--- config.mk ---
export PLATFORM = sky130hd
export DESIGN_NAME = adc_oversample_channel_scanner
export DESIGN_NICKNAME = d
export VERILOG_FILES = /design/src/hdl/aocs_pkg.sv /design/src/hdl/aocs_scan_core.sv /design/src/hdl/adc_oversample_channel_scanner.sv
export VERILOG_INCLUDE_DIRS = /design/src /design/src/hdl
export SDC_FILE = /design/constraint.sdc
export NUM_CORES = 1
export LEC_CHECK = 0
export ABC_AREA = 0
export BUFFER_PORTS_ARGS = -buffer_cell sky130_fd_sc_hd__buf_2
export CELL_PAD_IN_SITES_DETAIL_PLACEMENT = 1
export CELL_PAD_IN_SITES_GLOBAL_PLACEMENT = 1
export CORE_UTILIZATION = 40
export CTS_CLUSTER_DIAMETER = 80
export DETAILED_ROUTE_END_ITERATION = 16
export PLACE_DENSITY = 0.7
export SKIP_CTS_REPAIR_TIMING = 1
export SYNTH_ARGS = -nofsm -noshare
export SYNTH_HDL_FRONTEND = slang
export SYNTH_SLANG_ARGS = --single-unit
--- constraint.sdc ---
create_clock -name clk -period 5.6 [get_ports clk]
set_clock_uncertainty 0.2 [all_clocks]
set_input_delay 0.28 -clock clk [delete_from_list [all_inputs] [get_ports clk]]
set_output_delay 0.28 -clock clk [all_outputs]
set_load 0.02 [all_outputs]
--- src/hdl/adc_oversample_channel_scanner_macros.svh ---
// Assertion macros used by the scan core.
`ifndef ADC_OVERSAMPLE_CHANNEL_SCANNER_MACROS_SVH
`define ADC_OVERSAMPLE_CHANNEL_SCANNER_MACROS_SVH

// Same-cycle implication, checked outside reset.
`define AOCS_ASSERT_SAME(label, clk, rst_n, ante, cons, msg) \
  label: assert property (@(posedge clk) disable iff (!rst_n) (ante) |-> (cons)) \
    else $error(msg);

// Next-cycle implication, checked outside reset.
`define AOCS_ASSERT_NEXT(label, clk, rst_n, ante, cons, msg) \
  label: assert property (@(posedge clk) disable iff (!rst_n) (ante) |=> (cons)) \
    else $error(msg);

`endif

--- src/hdl/aocs_pkg.sv ---
// Types, constants and helper functions of the ADC channel scanner.
package aocs_pkg;

  // Build-time sizing of the scanner.
  localparam int CHANNELS     = 8;
  localparam int SAMPLE_SHIFT = 4;
  localparam int SAMPLE_BITS  = 10;

  // Fixed field and register widths.
  localparam int MUX_SLOTS   = 8;
  localparam int MUX_W       = 5;
  localparam int VALUE_W     = 10;
  localparam int SAMPLE_IN_W = 10;
  localparam int RCH_W       = 3;
  localparam int CNT_CFG_W   = 4;
  localparam int CFG_DATA_W  = MUX_SLOTS * MUX_W;
  localparam int CFG_IDX_W   = 1;

  // Derived sizes.
  localparam int BLOCK_LEN = 1 << SAMPLE_SHIFT;
  localparam int SUM_W     = SAMPLE_BITS + SAMPLE_SHIFT;
  localparam int SCNT_W    = $clog2(BLOCK_LEN + 1);
  localparam int CH_W      = (CHANNELS > 1) ? $clog2(CHANNELS) : 1;
  localparam int ACT_MAX   = (CHANNELS < MUX_SLOTS) ? CHANNELS : MUX_SLOTS;

  // Configuration register indexes.
  localparam logic [CFG_IDX_W-1:0] CFG_CHANNEL_COUNT = 1'b0;
  localparam logic [CFG_IDX_W-1:0] CFG_MUX_CODES     = 1'b1;

  typedef enum logic [0:0] {
    OP_CONVERT = 1'b0,
    OP_READ    = 1'b1
  } op_t;

  // One input item.
  typedef struct packed {
    op_t                    op;
    logic [SAMPLE_IN_W-1:0] sample;
    logic [RCH_W-1:0]       read_channel;
  } item_t;

  // One result item.
  typedef struct packed {
    logic [MUX_W-1:0]   mux_select;
    logic               average_stored;
    logic [VALUE_W-1:0] read_value;
  } result_t;

  // Number of channels in the scan: zero counts as one, capped at the slot count.
  function automatic logic [CNT_CFG_W-1:0] active_count(input logic [CNT_CFG_W-1:0] n);
    logic [CNT_CFG_W-1:0] r;
    r = n;
    if (r == '0) r = CNT_CFG_W'(1);
    if (32'(r) > ACT_MAX) r = CNT_CFG_W'(ACT_MAX);
    return r;
  endfunction

  // Mux code of a channel; channels past the packed slots give zero.
  function automatic logic [MUX_W-1:0] mux_of(input logic [CFG_DATA_W-1:0] codes,
                                               input logic [CH_W-1:0] ch);
    logic [MUX_W-1:0] r;
    r = '0;
    for (int i = 0; i < MUX_SLOTS; i++) begin
      if (32'(ch) == i) r = codes[i*MUX_W +: MUX_W];
    end
    return r;
  endfunction

endpackage

--- src/hdl/aocs_scan_core.sv ---
// Configuration registers, scan state, accumulator, average store and the per-item result logic.
`include "adc_oversample_channel_scanner_macros.svh"

module aocs_scan_core (
  input  logic                              clk,
  input  logic                              rst_n,
  input  logic                              cfg_we,
  input  logic [aocs_pkg::CFG_IDX_W-1:0]    cfg_index,
  input  logic [aocs_pkg::CFG_DATA_W-1:0]   cfg_data,
  input  logic                              commit,
  input  aocs_pkg::item_t                   item,
  output aocs_pkg::result_t                 result
);
  import aocs_pkg::*;

  logic [CNT_CFG_W-1:0]   chan_cnt_r;
  logic [CFG_DATA_W-1:0]  mux_codes_r;
  logic [SUM_W-1:0]       sum_r, sum_nxt;
  logic [SCNT_W-1:0]      cnt_r, cnt_nxt;
  logic [CH_W-1:0]        cur_r, cur_nxt;
  logic [SAMPLE_BITS-1:0] avg_r [CHANNELS];

  logic [SAMPLE_BITS-1:0] smp;
  logic [CH_W-1:0]        rd_idx;
  logic                   rd_in_range;
  logic                   store_en;
  logic [CNT_CFG_W-1:0]   active;

  assign smp         = SAMPLE_BITS'(item.sample);
  assign rd_idx      = CH_W'(item.read_channel);
  assign rd_in_range = 32'(item.read_channel) < CHANNELS;
  assign active      = active_count(chan_cnt_r);

  // Next state and result for the item in the input register.
  always_comb begin
    sum_nxt               = sum_r;
    cnt_nxt               = cnt_r;
    cur_nxt               = cur_r;
    store_en              = 1'b0;
    result.average_stored = 1'b0;
    result.read_value     = '0;
    if (item.op == OP_READ) begin
      if (rd_in_range) result.read_value = VALUE_W'(avg_r[rd_idx]);
    end else if (32'(cnt_r) < BLOCK_LEN) begin
      cnt_nxt = cnt_r + SCNT_W'(1);
      sum_nxt = SUM_W'(sum_r + SUM_W'(smp));
    end else begin
      // Block closed: this sample is dropped and the average is stored.
      store_en              = 1'b1;
      sum_nxt               = '0;
      cnt_nxt               = '0;
      cur_nxt               = ((32'(cur_r) + 32'd1) >= 32'(active)) ? '0
                                                                     : cur_r + CH_W'(1);
      result.average_stored = 1'b1;
    end
    result.mux_select = mux_of(mux_codes_r, cur_nxt);
  end

  // Configuration registers.
  always_ff @(posedge clk) begin
    if (!rst_n) begin
      chan_cnt_r  <= CNT_CFG_W'(1);
      mux_codes_r <= '0;
    end else if (cfg_we) begin
      case (cfg_index)
        CFG_CHANNEL_COUNT: chan_cnt_r  <= cfg_data[CNT_CFG_W-1:0];
        CFG_MUX_CODES:     mux_codes_r <= cfg_data;
        default:           ;
      endcase
    end
  end

  // Accumulator and scan position, updated when an item leaves the input register.
  always_ff @(posedge clk) begin
    if (!rst_n) begin
      sum_r <= '0;
      cnt_r <= '0;
      cur_r <= '0;
    end else if (commit) begin
      sum_r <= sum_nxt;
      cnt_r <= cnt_nxt;
      cur_r <= cur_nxt;
    end
  end

  // Average store, cleared at reset.
  always_ff @(posedge clk) begin
    if (!rst_n) begin
      for (int i = 0; i < CHANNELS; i++) avg_r[i] <= '0;
    end else if (commit && store_en && (32'(cur_r) < CHANNELS)) begin
      avg_r[cur_r] <= SAMPLE_BITS'(sum_r >> SAMPLE_SHIFT);
    end
  end

  `AOCS_ASSERT_NEXT(a_close_clears, clk, rst_n, commit && store_en, (cnt_r == '0) && (sum_r == '0), "closing a block must clear count and sum")
  `AOCS_ASSERT_NEXT(a_read_keeps_state, clk, rst_n, commit && (item.op == OP_READ), $stable(sum_r) && $stable(cnt_r) && $stable(cur_r), "a read must not change scan state")
  `AOCS_ASSERT_NEXT(a_chan_in_scan, clk, rst_n, commit && store_en, 32'(cur_r) < 32'(active), "scan channel beyond active count")
  `AOCS_ASSERT_SAME(a_count_bound, clk, rst_n, 1'b1, 32'(cnt_r) <= BLOCK_LEN, "sample count beyond block length")

endmodule

--- src/hdl/adc_oversample_channel_scanner.sv ---
// Top level of the round-robin ADC channel scanner with oversampling average.
//
//   channel | direction | handshake          | payload
//   in_     | input     | in_valid/in_stall   | operation, sample, read_channel
//   out_    | output    | out_valid/out_stall | mux_select, average_stored, read_value
//   cfg_    | input     | cfg_we             | cfg_index, cfg_data
//
// One item per cycle sustained while out_stall stays low.
// The item passes an input register, the scan logic and a result register.
// Reset (rst_n low, synchronous) empties both registers and clears the averages.
// A stalled result holds; the input register can still take one item while the
// result waits, and in_stall then stays high until the result is taken.
module adc_oversample_channel_scanner (
  input  logic                              clk,
  input  logic                              rst_n,
  input  logic                              in_valid,
  output logic                              in_stall,
  input  logic [0:0]                        in_operation,
  input  logic [aocs_pkg::SAMPLE_IN_W-1:0]  in_sample,
  input  logic [aocs_pkg::RCH_W-1:0]        in_read_channel,
  output logic                              out_valid,
  input  logic                              out_stall,
  output logic [aocs_pkg::MUX_W-1:0]        out_mux_select,
  output logic                              out_average_stored,
  output logic [aocs_pkg::VALUE_W-1:0]      out_read_value,
  input  logic                              cfg_we,
  input  logic [aocs_pkg::CFG_IDX_W-1:0]    cfg_index,
  input  logic [aocs_pkg::CFG_DATA_W-1:0]   cfg_data
);
  import aocs_pkg::*;

  item_t   item_r;
  logic    item_valid_r;
  result_t res_r, res_nxt;
  logic    out_valid_r;
  logic    out_free;
  logic    commit;
  logic    in_acc;

  // The result register can load when empty or being drained.
  assign out_free = !out_valid_r || !out_stall;
  assign commit   = item_valid_r && out_free;
  assign in_stall = item_valid_r && !out_free;
  assign in_acc   = in_valid && !in_stall;

  // Input register.
  always_ff @(posedge clk) begin
    if (!rst_n) begin
      item_valid_r <= 1'b0;
    end else if (in_acc) begin
      item_valid_r <= 1'b1;
    end else if (commit) begin
      item_valid_r <= 1'b0;
    end
  end

  always_ff @(posedge clk) begin
    if (in_acc) begin
      item_r.op           <= op_t'(in_operation);
      item_r.sample       <= in_sample;
      item_r.read_channel <= in_read_channel;
    end
  end

  aocs_scan_core u_core (
    .clk       (clk),
    .rst_n     (rst_n),
    .cfg_we    (cfg_we),
    .cfg_index (cfg_index),
    .cfg_data  (cfg_data),
    .commit    (commit),
    .item      (item_r),
    .result    (res_nxt)
  );

  // Result register.
  always_ff @(posedge clk) begin
    if (!rst_n) begin
      out_valid_r <= 1'b0;
    end else if (commit) begin
      out_valid_r <= 1'b1;
    end else if (!out_stall) begin
      out_valid_r <= 1'b0;
    end
  end

  always_ff @(posedge clk) begin
    if (commit) res_r <= res_nxt;
  end

  assign out_valid          = out_valid_r;
  assign out_mux_select     = res_r.mux_select;
  assign out_average_stored = res_r.average_stored;
  assign out_read_value     = res_r.read_value;

endmodule

After elaboration in Yosys (flattened, before gate mapping)
Memories as Yosys holds them, arrays and structs flattened. A register that Yosys moved wholly into a read port is not among the register bits. Cells that the tools add are included.

Add/sub/neg operators: 4. Mux-type cells: 28. Reductions and logical operators: 17. Bitwise logic cells: 2. Eq/ne operators: 8. Magnitude comparators: 3.

Operator list (number): $mux W5 (9); $ge A32 B4 Y1 (1); $add A14 B10 Y14 (1); $mux W14 (1); $eq A3 B3 Y1 const B (4); $mux W3 (4); $mux W1 (11); $mux W10 (1); $reduce_or A10 Y1 (1); $mux W4 (2); $eq A3 B2 Y1 const B (2); $reduce_and A2 Y1 (3); $add A5 B1 Y5 const B (1); $logic_not A1 Y1 (5); $lt A5 B5 Y1 const B (1); $add A3 B1 Y4 const B (1); $gt A4 B4 Y1 const B (1); $logic_and A1 B1 Y1 (4); $logic_not A4 Y1 (1); $add A3 B1 Y3 const B (1); $eq A3 B1 Y1 const B (1); $logic_not A3 Y1 (1); $ne A2 B1 Y1 const B (1); $not A1 Y1 (2); other kinds (2) (2).

Logic and storage cells: 75. Flip-flop bits (word level): 88. Memories kept: 1. Output and inout bits: 18. RAM bits: 80.

Memory list: u_core.avg_r (depth 8, width 10, rd ports 1, clocked after Yosys merged registers in 1, write ports 8, RTL line aocs_scan_core.sv:21) `logic [SAMPLE_BITS-1:0] avg_r [CHANNELS];`.

Longest topological paths before layout
Depth in word-level cells: 17. Depth in mapped cells: 12. Mapped depth without buffers: 10.

Cells and area by module
Synthesis repeated with hierarchy kept, for this count alone.

Cell total of the unflattened synthesis: 695. Area total of the unflattened synthesis: 8225.4 µm².

By module, submodules not included: aocs_scan_core (cells an instance 657, area an instance 7240.7 µm², instances 1); adc_oversample_channel_scanner (cells an instance 38, area an instance 984.7 µm², instances 1).

Worst setup path after synthesis
Ideal clock, no wire load.

Path kind: register to register. Start point: reg u_core.cur_r[0]. End point: reg res_r, in the netlist out_mux_select[0] (data pin). Data arrival time: 2.583 ns. Slack: 2.557 ns. Period minus slack after synthesis: 3.043 ns. Library setup time: 0.260 ns. Cell stages (with the launch flop): 13. Cells stage by stage: dfxtp_1 ha_1 nor2b_1 or2_2 ha_1 o211ai_2 o211a_1 or2_1 buf_6 buf_8 mux2i_1 mux2i_1 mux2_2.

RTL lines: start, declared (RTL line aocs_scan_core.sv:20) `logic [CH_W-1:0] cur_r, cur_nxt;`; start signal, assigned (RTL line aocs_scan_core.sv:82) `cur_r <= cur_nxt;`; end signal, assigned (RTL line adc_oversample_channel_scanner.sv:88) `if (commit) res_r <= res_nxt;`; end, declared (RTL line adc_oversample_channel_scanner.sv:34) `result_t res_r, res_nxt;`.

==> qor.csv <==
stage,metric,value,unit
run_status,status,"finished, final reports clean",
critical_path,CP max stage cell,o21ai_1,
logic_synthesis,post-synthesis sequential area ratio,56.3,%
sta,post-route minimum period,3.76,ns
clocking,Num CTS Buffers,17,
hold_path,HP Class,in -> reg,
sta,Final Hold Fails,0,
clocking,CTS H-tree lvls,4,
sta,final worst slack,1.84,ns
logic_synthesis,Syn. warnings,0,
sta,unrepaired setup endpoints after global routing,false,
floorplanning,die area,21300,µm²
logic_synthesis,Post-synth EDFFs,110,
critical_path,Critical Path Fanout Max,12,
sta,Final TNS setup,0,ns
sta,fmax,0.266,GHz
logic_synthesis,"Top FF cell, synth",edfxtp_1,
clocking,clock transition at the registers of the reported paths,0.06,ns
sta,final setup fails,0,
critical_path,Reg2Reg Depth,10,
grt,vias in the first global route,6258,
sta,Rel. slew slack,26.8,%
placement,placed insts,1024,
critical_path,Crit Reg-Reg Endpoint,out_mux_select[1]$_DFFE_PP_,
finish,"Core Util, Final",49.5,%
pwr,leakage,3.73,nW
critical_path,FF-to-FF setup slack,1.84,ns
finish,Area Growth Syn to Fin,21.3,%
detailed_routing,DR WL/cell,19.1,µm
logic_synthesis,asr flop ratio synth,0,%
critical_path,Critical Path Max Stage Delay,0.77,ns
detailed_routing,final WL,21.2,mm
detailed_routing,Detail Route Antenna Nets,0,
placement,Port Buffers,77,
detailed_routing,drt pass-1 iters,5,
hold_path,hold depth,4,
clocking,clock sink total,178,
critical_path,Worst setup SP type,flop,
critical_path,critical-path cell list,ha_1 -> nor2b_1 -> or2_2 -> ha_1 -> a21oi_2 -> o211ai_2 -> o21ai_1 -> mux2_2 -> a22oi_1 -> a211oi_1,
flow_run,Max Cap Violations,0,
critical_path,reg-to-reg startpoint,u_core.cur_r[0]$_SDFFE_PN0P_,
finish,nets@finish,906,
clocking,CTS root buffer,clkbuf_16,
placement,GPL Wtd Cong,0.844,
logic_synthesis,Syn Nets,785,
clocking,"Clk Latency, worst-skew pair",0.43,ns
critical_path,crit path from,u_core.cur_r[0]$_SDFFE_PN0P_,
critical_path,Critical Path End Type,flop,
logic_synthesis,register bit total from synthesis,178,
floorplanning,core area,20300,µm²
finish,Inserted Diodes,0,
pwr,Worst VDD drop,0.187,mV
floorplanning,starting density of the core,40.8,%
critical_path,CP endpoint,out_mux_select[1]$_DFFE_PP_,
pwr,Power Dens Cells,293,nW/µm²
logic_synthesis,Synth Instances,708,
sta,Tcrit/Tclk final,67.2,%
detailed_routing,DRC viols,0,
finish,"non-filler cells, final",1112,
floorplanning,Die X,146,µm
critical_path,Crit path required time,5.56,ns
clocking,clk buf depth,2,
pwr,overall power,2.94,mW
logic_synthesis,Syn Std Cell Area,8290,µm²
grt,All-Layer GR Usage,20.2,%
sta,"Slew Viols, Final",0,
floorplanning,row count,52,
detailed_routing,vias per cell,5.32,
grt,initial antenna violation count,0,
sta,worst-margin pin slew,1.09,ns
grt,largest net degree at the start of global routing,81,
floorplanning,Die Span Y,146,µm
finish,fraction of layout cells with a size suffix above 1,18.2,%
grt,first-pass GRT wire length,33.0,mm
placement,DP HPWL,14.2,mm
grt,total grt overflow,0,
detailed_routing,routed via count,5919,
clocking,CTS tree,done,
placement,post-placement worst setup slack,1.85,ns
critical_path,crit-path most repeated cell,ha_1,
logic_synthesis,"Distinct cells, synth",70,
logic_synthesis,Post-Syn Area per Cell,11.7,µm²
critical_path,CP Class,reg -> reg,
floorplanning,I/O pins,78,
detailed_routing,initial DRC count,385,
critical_path,crit path DAT,3.73,ns
cells in the final DEF (no fill, tap or decap), types with 3 or more instances in the layout:
master,n
nor2_1,24
nor2b_1,23
a22oi_1,4
inv_1,5
ha_1,16
nor3_1,8
mux4_2,21
dlygate4sd3_1,56
o21a_1,3
nand3b_1,5
or3_1,4
and2_1,83
mux2i_1,23
clkinvlp_4,3
buf_4,8
xnor2_1,4
clkbuf_16,17
nand3_1,9
xor2_1,3
mux2_2,4
o21ai_1,9
buf_2,77
a21oi_1,17
edfxtp_1,110
a21o_1,3
bufinv_16,3
nand2_1,102
nand4_1,7
nand2b_1,5
o211ai_1,5
dfxtp_1,68
o21ai_0,10
or2_1,3
a21boi_0,45
area by class of cell:
cell class / instances / area [µm²]
clock inverter: 13 / 159
multi-input combinational: 486 / 3430
inverter: 5 / 18.8
tap: 270 / 338
clock buffer: 19 / 433
sequential: 178 / 4660
fill: 2193 / 10200
timing repair buffer: 141 / 1010
kinds of logic after synthesis:
logic type / Yosys count / synth area share, %
DFF: 178 / 56.3
AOI/OAI and AO/OA: 122 / 10.5
and+or+nand+nor: 291 / 18.3
adders and majority gates: 17 / 2.66
muxes: 49 / 9.16
xor gates and xnor gates: 7 / 0.740
buffers and inverters: 44 / 2.31
worst min path at each step:
stage / start / endpoint
2_1_floorplan: in_read_channel[0] / item_r[0]$_DFFE_PP_
3_3_place_gp: u_core.mux_codes_r[39]$_SDFFE_PN0P_ / u_core.mux_codes_r[39]$_SDFFE_PN0P_
3_5_place_dp: in_sample[2] / item_r[5]$_DFFE_PP_
4_1_cts: in_sample[3] / item_r[6]$_DFFE_PP_
5_1_grt: cfg_we / u_core.mux_codes_r[2]$_SDFFE_PN0P_
6_report: cfg_we / u_core.mux_codes_r[2]$_SDFFE_PN0P_
power by group:
| group | internal (mW) | switching, mW |
|---|---|---|
| clock network | 0.703 | 0.511 |
| logic | 0.117 | 0.120 |
| registers | 1.45 | 0.0386 |
synthesized netlist by cell type (all sizes together), types with 6 or more instances:
| library cell | count | area (µm²) |
|---|---|---|
| dfxtp | 68 | 1360 |
| a21oi | 18 | 93.8 |
| nor3 | 9 | 50.1 |
| a21boi | 45 | 338 |
| edfxtp | 110 | 3300 |
| nor2 | 26 | 103 |
| clkbuf | 32 | 124 |
| nand2b | 6 | 40.0 |
| nand3 | 9 | 45.0 |
| o21ai | 19 | 95.1 |
| nor2b | 23 | 144 |
| mux2i | 23 | 230 |
| mux4 | 21 | 473 |
| nand4 | 7 | 43.8 |
| and2 | 84 | 528 |
| nand2 | 102 | 383 |
| ha | 16 | 200 |
| o211ai | 7 | 62.6 |
| buf | 7 | 48.8 |
worst max-delay path, delay by kind of cell (launching register included):
family / cells / cell delay [ns]
adders and majority gates: 2 / 0.48
and+or+nand+nor: 2 / 0.49
DFF: 1 / 0.40
muxes: 1 / 0.43
AOI/OAI and AO/OA: 5 / 1.50
per-layer routing:
metal  track usage, %  part of all wire [%]  vias to the layer above
met1             23.6                    42                     2978
met4             6.42                   2.1                        0
li1                 -                     -                     2798
met3             3.67                   2.3                       30
met2             37.1                    54                      113
met5                0                     0                        -
stage by stage:
step	cell area (µm²)	hold WS (ns)
2_1_floorplan	8290	0.179
3_3_place_gp	8900	0.257
3_5_place_dp	8900	0.259
4_1_cts	9490	-0.197
5_1_grt	10100	0.168
6_report	10100	0.136
flip-flops by register name, summed over array words and instances, names as in the netlist:
name	flops
item_valid_r	1
u_core.cnt_r	5
u_core.chan_cnt_r	4
u_core.sum_r	14
u_core.cur_r	3
u_core.avg_r	80
out_read_value	10
u_core.mux_codes_r	40
out_valid	1
item_r	14
out_mux_select	5
out_average_stored	1
Note: power is estimated with default switching activity, not from simulation.
